File: src/rtl/dhfk_pkg.sv
// ----------------------------------------------------------------------------
// dhfk_pkg
// Shared types, constants and helpers of the DH forward kinematics block.
// ----------------------------------------------------------------------------
package dhfk_pkg;

   localparam int MAX_JOINTS        = 8;
   localparam int JOINT_SLOTS       = (MAX_JOINTS < 8) ? MAX_JOINTS : 8;
   localparam int CORDIC_ITERATIONS = 16;
   localparam int CORDIC_STEPS      = (CORDIC_ITERATIONS < 1)  ? 1 :
                                      (CORDIC_ITERATIONS > 30) ? 30 : CORDIC_ITERATIONS;

   // memory geometry: DH words, then joint-to-link and base-to-link matrices
   localparam int DH_DEPTH  = JOINT_SLOTS * 4;
   localparam int DH_AW     = (DH_DEPTH > 1) ? $clog2(DH_DEPTH) : 1;
   localparam int MAT_WORDS = 12;
   localparam int BT_BASE   = JOINT_SLOTS * MAT_WORDS;
   localparam int MAT_DEPTH = 2 * BT_BASE;
   localparam int MAT_AW    = $clog2(MAT_DEPTH);

   localparam logic [3:0] SLOT_LIMIT = 4'(JOINT_SLOTS);

   localparam logic signed [31:0] DEG_TO_RAD_Q32  = 32'sd74961321;
   localparam logic signed [31:0] RAD_TO_TURN_Q16 = 32'sd683565276;
   localparam logic signed [33:0] CORDIC_GAIN_Q30 = 34'sd652032874;
   localparam logic signed [31:0] Q16_MAX         = 32'sh7FFF_FFFF;
   localparam logic signed [31:0] Q16_MIN         = 32'sh8000_0000;

   localparam logic [1:0] MODE_LOAD  = 2'd0;
   localparam logic [1:0] MODE_ANGLE = 2'd1;
   localparam logic [1:0] MODE_CHAIN = 2'd2;

   localparam logic [1:0] FIELD_D      = 2'd0;
   localparam logic [1:0] FIELD_A      = 2'd1;
   localparam logic [1:0] FIELD_ALPHA  = 2'd2;
   localparam logic [1:0] FIELD_OFFSET = 2'd3;

   localparam logic [1:0] ROW_LAST = 2'd2;

   typedef struct packed {
      logic [1:0]         mode;
      logic [2:0]         joint_index;
      logic [1:0]         dh_field;
      logic signed [31:0] value;
   } req_type;

   typedef struct packed {
      logic [2:0]         out_joint;
      logic [1:0]         out_row;
      logic signed [31:0] col0;
      logic signed [31:0] col1;
      logic signed [31:0] col2;
      logic signed [31:0] col3;
      logic               last;
   } rsp_type;

   typedef struct packed {
      logic mul;    // load product register
      logic init;   // accumulator takes the init value
      logic add;    // accumulator adds the rounded product
   } mac_ctl_type;

   function automatic logic signed [31:0] sat32(input logic signed [49:0] v);
      logic signed [31:0] r;
      if (v > 50'(Q16_MAX))       r = Q16_MAX;
      else if (v < 50'(Q16_MIN))  r = Q16_MIN;
      else                        r = v[31:0];
      return r;
   endfunction

   // arctangent of 2^-i in binary turns (full turn = 2^32)
   function automatic logic signed [33:0] cordic_atan(input logic [4:0] idx);
      logic signed [33:0] r;
      case (idx)
         5'd0:  r = 34'sd536870912;
         5'd1:  r = 34'sd316933406;
         5'd2:  r = 34'sd167458907;
         5'd3:  r = 34'sd85004756;
         5'd4:  r = 34'sd42667331;
         5'd5:  r = 34'sd21354465;
         5'd6:  r = 34'sd10679838;
         5'd7:  r = 34'sd5340245;
         5'd8:  r = 34'sd2670163;
         5'd9:  r = 34'sd1335087;
         5'd10: r = 34'sd667544;
         5'd11: r = 34'sd333772;
         5'd12: r = 34'sd166886;
         5'd13: r = 34'sd83443;
         5'd14: r = 34'sd41722;
         5'd15: r = 34'sd20861;
         5'd16: r = 34'sd10430;
         5'd17: r = 34'sd5215;
         5'd18: r = 34'sd2608;
         5'd19: r = 34'sd1304;
         5'd20: r = 34'sd652;
         5'd21: r = 34'sd326;
         5'd22: r = 34'sd163;
         5'd23: r = 34'sd81;
         5'd24: r = 34'sd41;
         5'd25: r = 34'sd20;
         5'd26: r = 34'sd10;
         5'd27: r = 34'sd5;
         5'd28: r = 34'sd3;
         5'd29: r = 34'sd1;
         default: r = 34'sd0;
      endcase
      return r;
   endfunction

endpackage

File: src/rtl/dhfk_mac.sv
// ----------------------------------------------------------------------------
// dhfk_mac
// Shared Q16.16 multiply-accumulate: registered product, rounded add.
// ----------------------------------------------------------------------------
module dhfk_mac import dhfk_pkg::*; (
   input  logic               clock,
   input  mac_ctl_type        ctl,
   input  logic signed [31:0] op_a,
   input  logic signed [31:0] op_b,
   input  logic signed [31:0] init_val,
   output logic signed [31:0] acc_sat
);

   logic signed [63:0] prod_ff, prod_in;
   logic signed [49:0] acc_ff, acc_in;
   logic signed [63:0] term;

   always_comb begin
      prod_in = 64'(op_a) * 64'(op_b);
      term    = (prod_ff + 64'sd32768) >>> 16;
      acc_in  = acc_ff;
      if (ctl.init) begin
         acc_in = 50'(init_val);
      end else if (ctl.add) begin
         acc_in = acc_ff + term[49:0];
      end
   end

   always_ff @(posedge clock) begin
      if (ctl.mul) begin
         prod_ff <= prod_in;
      end
      acc_ff <= acc_in;
   end

   assign acc_sat = sat32(acc_ff);

endmodule

File: config.mk
export PLATFORM = sky130hd
export DESIGN_NAME = dhfk_mac
export DESIGN_NICKNAME = d
export VERILOG_FILES = /design/src/rtl/dhfk_pkg.sv /design/src/rtl/dhfk_mac.sv
export SDC_FILE = /design/constraint.sdc
export NUM_CORES = 2
export LEC_CHECK = 0
export BUFFER_PORTS_ARGS = -buffer_cell sky130_fd_sc_hd__buf_2
export CORE_MARGIN = 3
export CORE_UTILIZATION = 45
export CTS_BUF_LIST = sky130_fd_sc_hd__clkbuf_8
export DETAILED_ROUTE_END_ITERATION = 10
export GPL_TIMING_DRIVEN = 0
export PLACE_DENSITY = 0.68
export SKIP_LAST_GASP = 1
export SYNTH_ARGS = -nofsm -noshare
export SYNTH_HDL_FRONTEND = slang
export SYNTH_SLANG_ARGS = --single-unit
File: constraint.sdc
create_clock -name clock -period 21 [get_ports clock]
set_input_delay 1.05 -clock clock [delete_from_list [all_inputs] [get_ports clock]]
set_output_delay 1.05 -clock clock [all_outputs]
set_load 0.02 [all_outputs]
==> reports/results.ini <==
[synth]
synth_commonest_cells=fa_1 (1,082), inv_1 (993), nand2_1 (617)
synth_nets=5986
ys_seq_elements=99
synth_edf_count=99
synth_area_per_cell_um2=9.37
synth_area_um2=42900
synthFlopType=edfxtp_1
yosys_warnings=0
synth_area_leaders=fa_1 (51%), inv_1 (8.7%), and2_1 (7.1%)
synth.distinct_cells=80
yosysMostFrequentCell=fa_1
yosysTopAreaCellShare_pct=50.5
async_flop_share_pct=0
netlist.top_cell.by_area=fa_1
ys_seq_area_share_pct=6.93
synthCells=4574

[clocking]
post_cts_buffers=0
ctsLongestPathBuffers=2
clock_latency_ps=420
numCtsBuffers=9
cts.sinks=99
cts_tree=done
cts_resized=0
h-tree-depth=3
path_clk_slew_ps=110
cts-hold-fix-buffers=0
cts_root_buf=clkbuf_8

[floorplanning]
start_util_pct=45.7
num_rows=112
core_area_um2=93900
io_pins=132
die-width_um=315
die_area_um2=99000
die_h_um=315

[finish]
area_delta_synth_final_pct=5.65
finalNetCount=6127
nFillCells=9014
drive_above_1_share_pct=3.81
instances_no_fill=5984

[grt]
grt_pass1_vias=34400
track_usage_pct=29.2
grt_pass1_wl_mm=213
grt_overflow=0
grt_max_degree=51
antenna_found_initial=13

[timing]
finalSetupViolCount=0
fin_tns_setup_ps=0
hold_viol_final=0
fin_crit_sh_pct=48.1
rsz0062_at_grt=no
slew_headroom_pct=12.8
final_max_slew_viol_count=0
max_freq_mhz=98.9
period_minus_slack_ps=10110
timing.clock.skew_ps=13.8
worst_pin_slew_ps=1310

[place]
gp_congestion=1.06
dp_hpwl_mm=124
io_buffers=130
dp.cells=5958

[critical_path]
cp_top_family=adder cells
critical_path.max_stage_delay_ps=940
cp-start-kind=input pin
critPathSlowestCell=a2111oi_0
path_cells=buf_2 -> clkbuf_1 -> nand2_1 -> fa_1 -> fa_1 -> fa_1 -> fa_1 -> fa_1 -> inv_1 -> fa_1 -> fa_1 -> inv_1 -> fa_1 -> inv_1 -> ha_1 -> nand2_1 -> o21ai_0 -> nor2_1 -> a2111oi_0 -> and3_2 -> o211ai_4 -> o211ai_1 -> a21oi_1 -> xnor2_1
endpoint_kind=flop
cp.required_ps=21210
cp_max_fo=10
crit_type=in -> reg
crit_arrival_ps=10320
path_buf_inv=5
crit_top_cell=fa_1

[drt]
routed_via_density=5.55
routed_wl_mm=143
drcViolationCount=0
vias=33200
final_antenna_net_count=0
dr.pass1.iters=6
avgRoutedWirePerCell_um=23.8
drt_iter0_drc=3193

[hold_path]
hold_path_class=reg -> reg

[run]
maxCapViolCount=0

[run_status]
status=finished, final reports clean

==> path summary, 6_finish.rpt <==
| kind | startpoint | endpoint | slack (ps) | depth (start not counted) |
|---|---|---|---|---|
| worst max-delay path | op_a[14] | prod_ff[62] | 10890 | 24 |
| worst min-delay path | acc_ff[0] | acc_ff[0] | 810 | 2 |
| worst max register to register | prod_ff[15] | acc_ff[42] | 15500 | 17 |
| worst min register to register | acc_ff[0] | acc_ff[0] | 810 | 2 |
==> worst min-delay path: stages, from the launching register on <==
cell and delay (ps):
edfxtp_1 430, ha_1 150, mux2_2 130
==> sequential cells by signal, indices dropped and copies added (netlist names) <==
| signal | cells |
|---|---|
| acc_ff | 50 |
| prod_ff | 49 |
==> metal layers <==
metal  GRT usage (%)  share of wire, %  up-vias
met4            15.4               6.7        2
met1            38.5                38    17100
met3            4.88               9.3      458
li1                -                 -    13900
met5               0            0.0084        -
met2            46.5                46     1737
==> layout make-up <==
class	instances	area (um2)	area share, %
clock buffers	9	124	0.274
flip-flops and latches	99	2970	6.56
clock inverters	7	52.6	0.116
inverters	993	3730	8.23
diodes	10	25.0	0.0553
plain buffers	231	890	1.96
well taps	1254	1570	3.46
multi-input cells	3251	35300	77.9
repair buffers	130	651	1.44
==> cells in the final DEF (no fill, tap or decap), drive strengths merged, types with 39 or more instances in the layout <==
master  instances
ha            230
fa           1082
inv           997
nand2         617
xnor2         104
clkbuf        230
nor2          145
buf           140
xor2           48
a21oi          91
o21ai          92
a21o           45
edfxtp         99
nand3          44
and2          489
nand4          39
==> logic make-up (layout without fill, tap and decap cells) <==
| kind of cell | after synthesis | count (layout) | synth area share, % |
|---|---|---|---|
| DFF | 99 | 99 | 6.93 |
| buffers and inverters | 1224 | 1370 | 10.8 |
| other | 0 | 10 | 0 |
| muxes | 4 | 4 | 0.102 |
| AOI/OAI and AO/OA | 349 | 349 | 5.29 |
| adders and majority gates | 1312 | 1312 | 57.2 |
| and+or+nand+nor | 1433 | 1433 | 16.5 |
| xor gates and xnor gates | 153 | 153 | 3.16 |
==> metrics by stage <==
stage                     util [%]  hold slack, ps  setup slack, ps  instance area, um2
after detailed placement      48.0             820            10580               45100
after global placement        48.0             803            10660               45100
after CTS                     48.2             847            11050               45300
after floorplan                  -             675            12150               42900
after global routing          48.2             860            10590               45300
final                         48.2             808            10890               45300
Power is not shown: default switching activity piles up to over one toggle a cycle in this logic, so the estimate is an artifact.
