===== src/rtl/dhfk_pkg.sv =====
// ----------------------------------------------------------------------------
// dhfk_pkg
// Shared types, constants and helpers of the DH forward kinematics block.
// ----------------------------------------------------------------------------
package dhfk_pkg;

   localparam int MAX_JOINTS        = 8;
   localparam int JOINT_SLOTS       = (MAX_JOINTS < 8) ? MAX_JOINTS : 8;
   localparam int CORDIC_ITERATIONS = 16;
   localparam int CORDIC_STEPS      = (CORDIC_ITERATIONS < 1)  ? 1 :
                                      (CORDIC_ITERATIONS > 30) ? 30 : CORDIC_ITERATIONS;

   // memory geometry: DH words, then joint-to-link and base-to-link matrices
   localparam int DH_DEPTH  = JOINT_SLOTS * 4;
   localparam int DH_AW     = (DH_DEPTH > 1) ? $clog2(DH_DEPTH) : 1;
   localparam int MAT_WORDS = 12;
   localparam int BT_BASE   = JOINT_SLOTS * MAT_WORDS;
   localparam int MAT_DEPTH = 2 * BT_BASE;
   localparam int MAT_AW    = $clog2(MAT_DEPTH);

   localparam logic [3:0] SLOT_LIMIT = 4'(JOINT_SLOTS);

   localparam logic signed [31:0] DEG_TO_RAD_Q32  = 32'sd74961321;
   localparam logic signed [31:0] RAD_TO_TURN_Q16 = 32'sd683565276;
   localparam logic signed [33:0] CORDIC_GAIN_Q30 = 34'sd652032874;
   localparam logic signed [31:0] Q16_MAX         = 32'sh7FFF_FFFF;
   localparam logic signed [31:0] Q16_MIN         = 32'sh8000_0000;

   localparam logic [1:0] MODE_LOAD  = 2'd0;
   localparam logic [1:0] MODE_ANGLE = 2'd1;
   localparam logic [1:0] MODE_CHAIN = 2'd2;

   localparam logic [1:0] FIELD_D      = 2'd0;
   localparam logic [1:0] FIELD_A      = 2'd1;
   localparam logic [1:0] FIELD_ALPHA  = 2'd2;
   localparam logic [1:0] FIELD_OFFSET = 2'd3;

   localparam logic [1:0] ROW_LAST = 2'd2;

   typedef struct packed {
      logic [1:0]         mode;
      logic [2:0]         joint_index;
      logic [1:0]         dh_field;
      logic signed [31:0] value;
   } req_type;

   typedef struct packed {
      logic [2:0]         out_joint;
      logic [1:0]         out_row;
      logic signed [31:0] col0;
      logic signed [31:0] col1;
      logic signed [31:0] col2;
      logic signed [31:0] col3;
      logic               last;
   } rsp_type;

   typedef struct packed {
      logic mul;    // load product register
      logic init;   // accumulator takes the init value
      logic add;    // accumulator adds the rounded product
   } mac_ctl_type;

   function automatic logic signed [31:0] sat32(input logic signed [49:0] v);
      logic signed [31:0] r;
      if (v > 50'(Q16_MAX))       r = Q16_MAX;
      else if (v < 50'(Q16_MIN))  r = Q16_MIN;
      else                        r = v[31:0];
      return r;
   endfunction

   // arctangent of 2^-i in binary turns (full turn = 2^32)
   function automatic logic signed [33:0] cordic_atan(input logic [4:0] idx);
      logic signed [33:0] r;
      case (idx)
         5'd0:  r = 34'sd536870912;
         5'd1:  r = 34'sd316933406;
         5'd2:  r = 34'sd167458907;
         5'd3:  r = 34'sd85004756;
         5'd4:  r = 34'sd42667331;
         5'd5:  r = 34'sd21354465;
         5'd6:  r = 34'sd10679838;
         5'd7:  r = 34'sd5340245;
         5'd8:  r = 34'sd2670163;
         5'd9:  r = 34'sd1335087;
         5'd10: r = 34'sd667544;
         5'd11: r = 34'sd333772;
         5'd12: r = 34'sd166886;
         5'd13: r = 34'sd83443;
         5'd14: r = 34'sd41722;
         5'd15: r = 34'sd20861;
         5'd16: r = 34'sd10430;
         5'd17: r = 34'sd5215;
         5'd18: r = 34'sd2608;
         5'd19: r = 34'sd1304;
         5'd20: r = 34'sd652;
         5'd21: r = 34'sd326;
         5'd22: r = 34'sd163;
         5'd23: r = 34'sd81;
         5'd24: r = 34'sd41;
         5'd25: r = 34'sd20;
         5'd26: r = 34'sd10;
         5'd27: r = 34'sd5;
         5'd28: r = 34'sd3;
         5'd29: r = 34'sd1;
         default: r = 34'sd0;
      endcase
      return r;
   endfunction

endpackage


===== src/rtl/dhfk_cordic.sv =====
// ----------------------------------------------------------------------------
// dhfk_cordic
// Iterative CORDIC sine/cosine, Q16.16 radians in, Q16.16 out.
// ----------------------------------------------------------------------------
module dhfk_cordic import dhfk_pkg::*; (
   input  logic               clock,
   input  logic               reset,
   input  logic               start,
   input  logic signed [31:0] angle,
   output logic               done,
   output logic signed [31:0] sin_q,
   output logic signed [31:0] cos_q
);

   typedef enum logic [3:0] {
      C_IDLE = 4'b0001,
      C_TURN = 4'b0010,
      C_ITER = 4'b0100,
      C_DONE = 4'b1000
   } cstate_type;

   cstate_type         state_ff, state_in;
   logic signed [63:0] turn_ff, turn_in;
   logic signed [33:0] x_ff, x_in, y_ff, y_in, z_ff, z_in;
   logic               flip_ff, flip_in;
   logic [4:0]         i_ff, i_in;

   logic signed [63:0] q;
   logic [31:0]        u;
   logic signed [33:0] dx, dy, xr, yr;

   always_comb begin
      state_in = state_ff;
      turn_in  = turn_ff;
      x_in     = x_ff;
      y_in     = y_ff;
      z_in     = z_ff;
      flip_in  = flip_ff;
      i_in     = i_ff;
      q        = turn_ff >>> 16;
      u        = q[31:0];
      dx       = y_ff >>> i_ff;
      dy       = x_ff >>> i_ff;
      xr       = (x_ff + 34'sd8192) >>> 14;
      yr       = (y_ff + 34'sd8192) >>> 14;
      if (flip_ff) begin
         xr = -xr;
         yr = -yr;
      end
      case (state_ff)
         C_IDLE: begin
            if (start) begin
               turn_in  = 64'(angle) * 64'(RAD_TO_TURN_Q16);
               state_in = C_TURN;
            end
         end
         C_TURN: begin
            // fold the angle into +-90 degrees
            flip_in  = u[31] ^ u[30];
            z_in     = (u[31] ^ u[30]) ? 34'(signed'({~u[31], u[30:0]}))
                                       : 34'(signed'(u));
            x_in     = CORDIC_GAIN_Q30;
            y_in     = '0;
            i_in     = '0;
            state_in = C_ITER;
         end
         C_ITER: begin
            if (!z_ff[33]) begin
               x_in = x_ff - dx;
               y_in = y_ff + dy;
               z_in = z_ff - cordic_atan(i_ff);
            end else begin
               x_in = x_ff + dx;
               y_in = y_ff - dy;
               z_in = z_ff + cordic_atan(i_ff);
            end
            i_in = i_ff + 5'd1;
            if (i_ff == 5'(CORDIC_STEPS - 1)) begin
               state_in = C_DONE;
            end
         end
         C_DONE: begin
            state_in = C_IDLE;
         end
         default: begin
            state_in = C_IDLE;
         end
      endcase
   end

   always_ff @(posedge clock) begin
      if (reset) begin
         state_ff <= C_IDLE;
      end else begin
         state_ff <= state_in;
      end
      turn_ff <= turn_in;
      x_ff    <= x_in;
      y_ff    <= y_in;
      z_ff    <= z_in;
      flip_ff <= flip_in;
      i_ff    <= i_in;
   end

   assign done  = (state_ff == C_DONE);
   assign cos_q = xr[31:0];
   assign sin_q = yr[31:0];

endmodule


===== config.mk =====
export PLATFORM = sky130hd
export DESIGN_NAME = dhfk_cordic
export DESIGN_NICKNAME = d
export VERILOG_FILES = /design/src/rtl/dhfk_pkg.sv /design/src/rtl/dhfk_cordic.sv
export SDC_FILE = /design/constraint.sdc
export NUM_CORES = 2
export LEC_CHECK = 0
export ABC_AREA = 1
export BUFFER_PORTS_ARGS = -buffer_cell sky130_fd_sc_hd__buf_2
export CAP_MARGIN = 20
export CORE_ASPECT_RATIO = 0.8
export CORE_MARGIN = 10
export CORE_UTILIZATION = 60
export DETAILED_ROUTE_END_ITERATION = 16
export PLACE_DENSITY_LB_ADDON = 0.25
export SYNTH_ARGS = -nofsm -noshare
export SYNTH_HDL_FRONTEND = slang
export SYNTH_SLANG_ARGS = --single-unit

===== constraint.sdc =====
create_clock -name clock -period 18.7 [get_ports clock]
set_input_delay 0.935 -clock clock [delete_from_list [all_inputs] [get_ports clock]]
set_output_delay 0.935 -clock clock [all_outputs]
set_load 0.02 [all_outputs]

==> flow_summary.ini <==
[grt]
grt.total_usage_pct = 29.0
grt_max_degree = 72
first_global_vias = 30000
antenna_found_initial = 1
grt_overflow_total = 0
grt_pass1_wl_um = 159000

[synthesis]
avgSynthCellArea_um2 = 7.28
synthArstFlopShare_pct = 0
synth_ff_type = edfxtp_1
yosysWarnings = 0
ys_seq_area_share_pct = 14.1
synth_cell_types = 60
syn_inst = 4762
synth-edff-count = 140
ys_ff_latch = 174
synthesis.nets = 5535
syn-cell-area_mm2 = 0.0347

[cts]
clkTransAtPathRegs_ps = 80
h-tree-depth = 4
cts_tree = yes
clk_latency_ps = 500
ctsRootBufferMaster = clkbuf_16
cts.repair.resized = 0
hold_buffers = 0
cts_setup_buffers = 0
cts_buffers = 17
cts_buffer_depth = 2
clock-sinks = 174

[timing]
setup_viol = 0
skew_ps = 9.34
period_minus_slack_ps = 7140
fin_crit_sh_pct = 38.2
finalMaxSlewViolations = 0
hold_viol = 0
rsz0062_at_grt = no
final.setup.tns_ps = 0
slew_headroom_pct = 38.7
max_freq_mhz = 140
tightest_slew_ps = 919

[route]
wl_per_cell_um = 17.7
final_antenna_net_count = 0
route.final.wire_length_um = 98700
drc_errors = 0
viasPerCell = 5.60
first_iter_violations = 2799
routed-via-count = 31200
drt_pass1_iterations = 7

[min_path]
hp-class = register to register

[floorplanning]
die-area_mm2 = 0.0679
die_w_um = 289
io-pin-count = 100
coreArea_mm2 = 0.0570
std_cell_rows = 78
initial_core_util_pct = 60.8
die_h_um = 235

[setup_path]
slowest_delay_ps = 600
cp.arrival_ps = 7380
cp_max_fo = 6
worst_ep_required_time_ps = 18940
critPathKind = input pin to register
critPathSlowestCell = fa_1
cp_num_buf_inv = 6
cp_top_family = adder cells
worstSetupStartpointType = input pin
cpMostUsedCell = fa_1
cp-end-kind = register
crit_chain = buf_2 -> inv_1 -> fa_1 -> inv_1 -> fa_1 -> ha_1 -> fa_1 -> fa_1 -> fa_1 -> fa_1 -> inv_1 -> fa_1 -> inv_1 -> ha_1 -> nand2_1 -> nor2_1 -> inv_1 -> nor4_1 -> nand3_1 -> nand3_1 -> a31oi_1 -> xor2_1

[place]
gp_congestion = 0.996
place_hpwl_um = 82700
portBuffers = 99

[run_status]
status = completed

[cells_and_area]
drive_gt1_share_pct = 5.98
areaGrowthSynthToFinish_pct = 4.74
fillers = 5279
nNetsFinal = 5563
multiInputGateArea_mm2 = 0.0257
num_antenna_cells = 0
layout.area.seq_mm2 = 0.00488

[run]
cap_violations = 0
[layer usage]
| metal | global-route usage (%) | routed length, µm |
|---|---|---|
| met1 | 39.5 | 42700 |
| met2 | 46.5 | 44800 |
| met3 | 4.40 | 7750 |
| met4 | 9.78 | 3430 |
| met5 | 0 | 7 |
[kinds of logic (layout without fill, tap and decap cells)]
logic type / after synthesis / after routing / synth area share, %
compound gates: 631 / 631 / 10.2
flops: 174 / 174 / 14.1
buf+inv: 1053 / 1094 / 11.9
xor+xnor: 207 / 207 / 5.23
simple gates: 1959 / 1959 / 24.4
fa+ha+maj: 738 / 738 / 34.2
[through the flow]
step | utilization [%] | instance area, µm² | setup WS [ps] | cells | hold WS (ps)
after detailed placement | 62.7 | 35700 | 11130 | 5531 | 510
final | 63.7 | 36300 | 11560 | 5563 | 527
after global routing | 63.7 | 36300 | 11190 | 5563 | 553
after global placement | 62.7 | 35700 | 11160 | 5531 | 503
after CTS | 63.7 | 36300 | 11660 | 5563 | 530
after floorplan | - | 34700 | 12070 | 4762 | 487
[path summary, 6_finish.rpt]
| kind | start | to | slack, ps | depth (start not counted) |
|---|---|---|---|---|
| worst min register to register | turn_ff[27] | z_ff[11] | 530 | 2 |
| worst min-delay path | turn_ff[27] | z_ff[11] | 530 | 2 |
| worst max-delay path | angle[15] | turn_ff[46] | 11560 | 22 |
| worst max register to register | i_ff[0] | x_ff[18] | 12740 | 25 |
[cells in the final DEF, fill, tap and decap left out, types with 10 or more instances in the layout]
cell	count
o21a_1	26
o211ai_1	17
or2_2	31
dfxtp_1	34
nand3b_1	11
nand2_1	1062
inv_1	915
nor2_2	21
nand4_1	37
nor3_1	36
o22ai_1	10
a31oi_1	32
o21ai_1	38
a21oi_1	247
o21bai_1	10
a21o_1	11
buf_2	99
buf_4	22
inv_2	20
nand3_1	409
clkbuf_16	17
nor2_1	279
nand2_2	20
xor2_1	130
ha_1	389
xnor2_1	77
edfxtp_1	140
fa_1	349
o21ai_0	195
nor4_1	16
[tightest hold or removal path, delay by kind of cell (launching register included)]
family | cells | cell delay, ps
DFF | 1 | 330
and+or+nand+nor | 2 | 100
[synthesized netlist by cell type (all sizes together), types with 10 or more instances]
library cell	count	area [µm²]
ha	389	4870
o21ai	242	1260
o21bai	10	75.1
nor3	46	282
xor2	130	1140
or2	34	213
a21o	11	82.6
edfxtp	140	4200
clkbuf	35	131
nor2	308	1270
o211ai	17	128
nand3b	11	82.6
dfxtp	34	681
a21oi	248	1240
o21a	26	195
o22ai	11	75.1
nand4	37	231
nor4	18	125
nand2	1082	4110
fa	349	6990
nand3	416	2120
xnor2	77	674
a31oi	32	200
inv	938	3520
buf	77	444
[area by class of cell]
cell class                 count  share of cell area (%)
sequential                   174                    13.4
timing repair buffer         121                    1.82
tap                          760                    2.62
inverter                     941                    9.74
clock buffer                  17                    1.17
clock inverter                15                   0.475
multi-input combinational   3535                    70.7
Power is left out: the tool's default activity adds up to more than one toggle a clock period on the data nets, which glitch-free logic cannot reach.
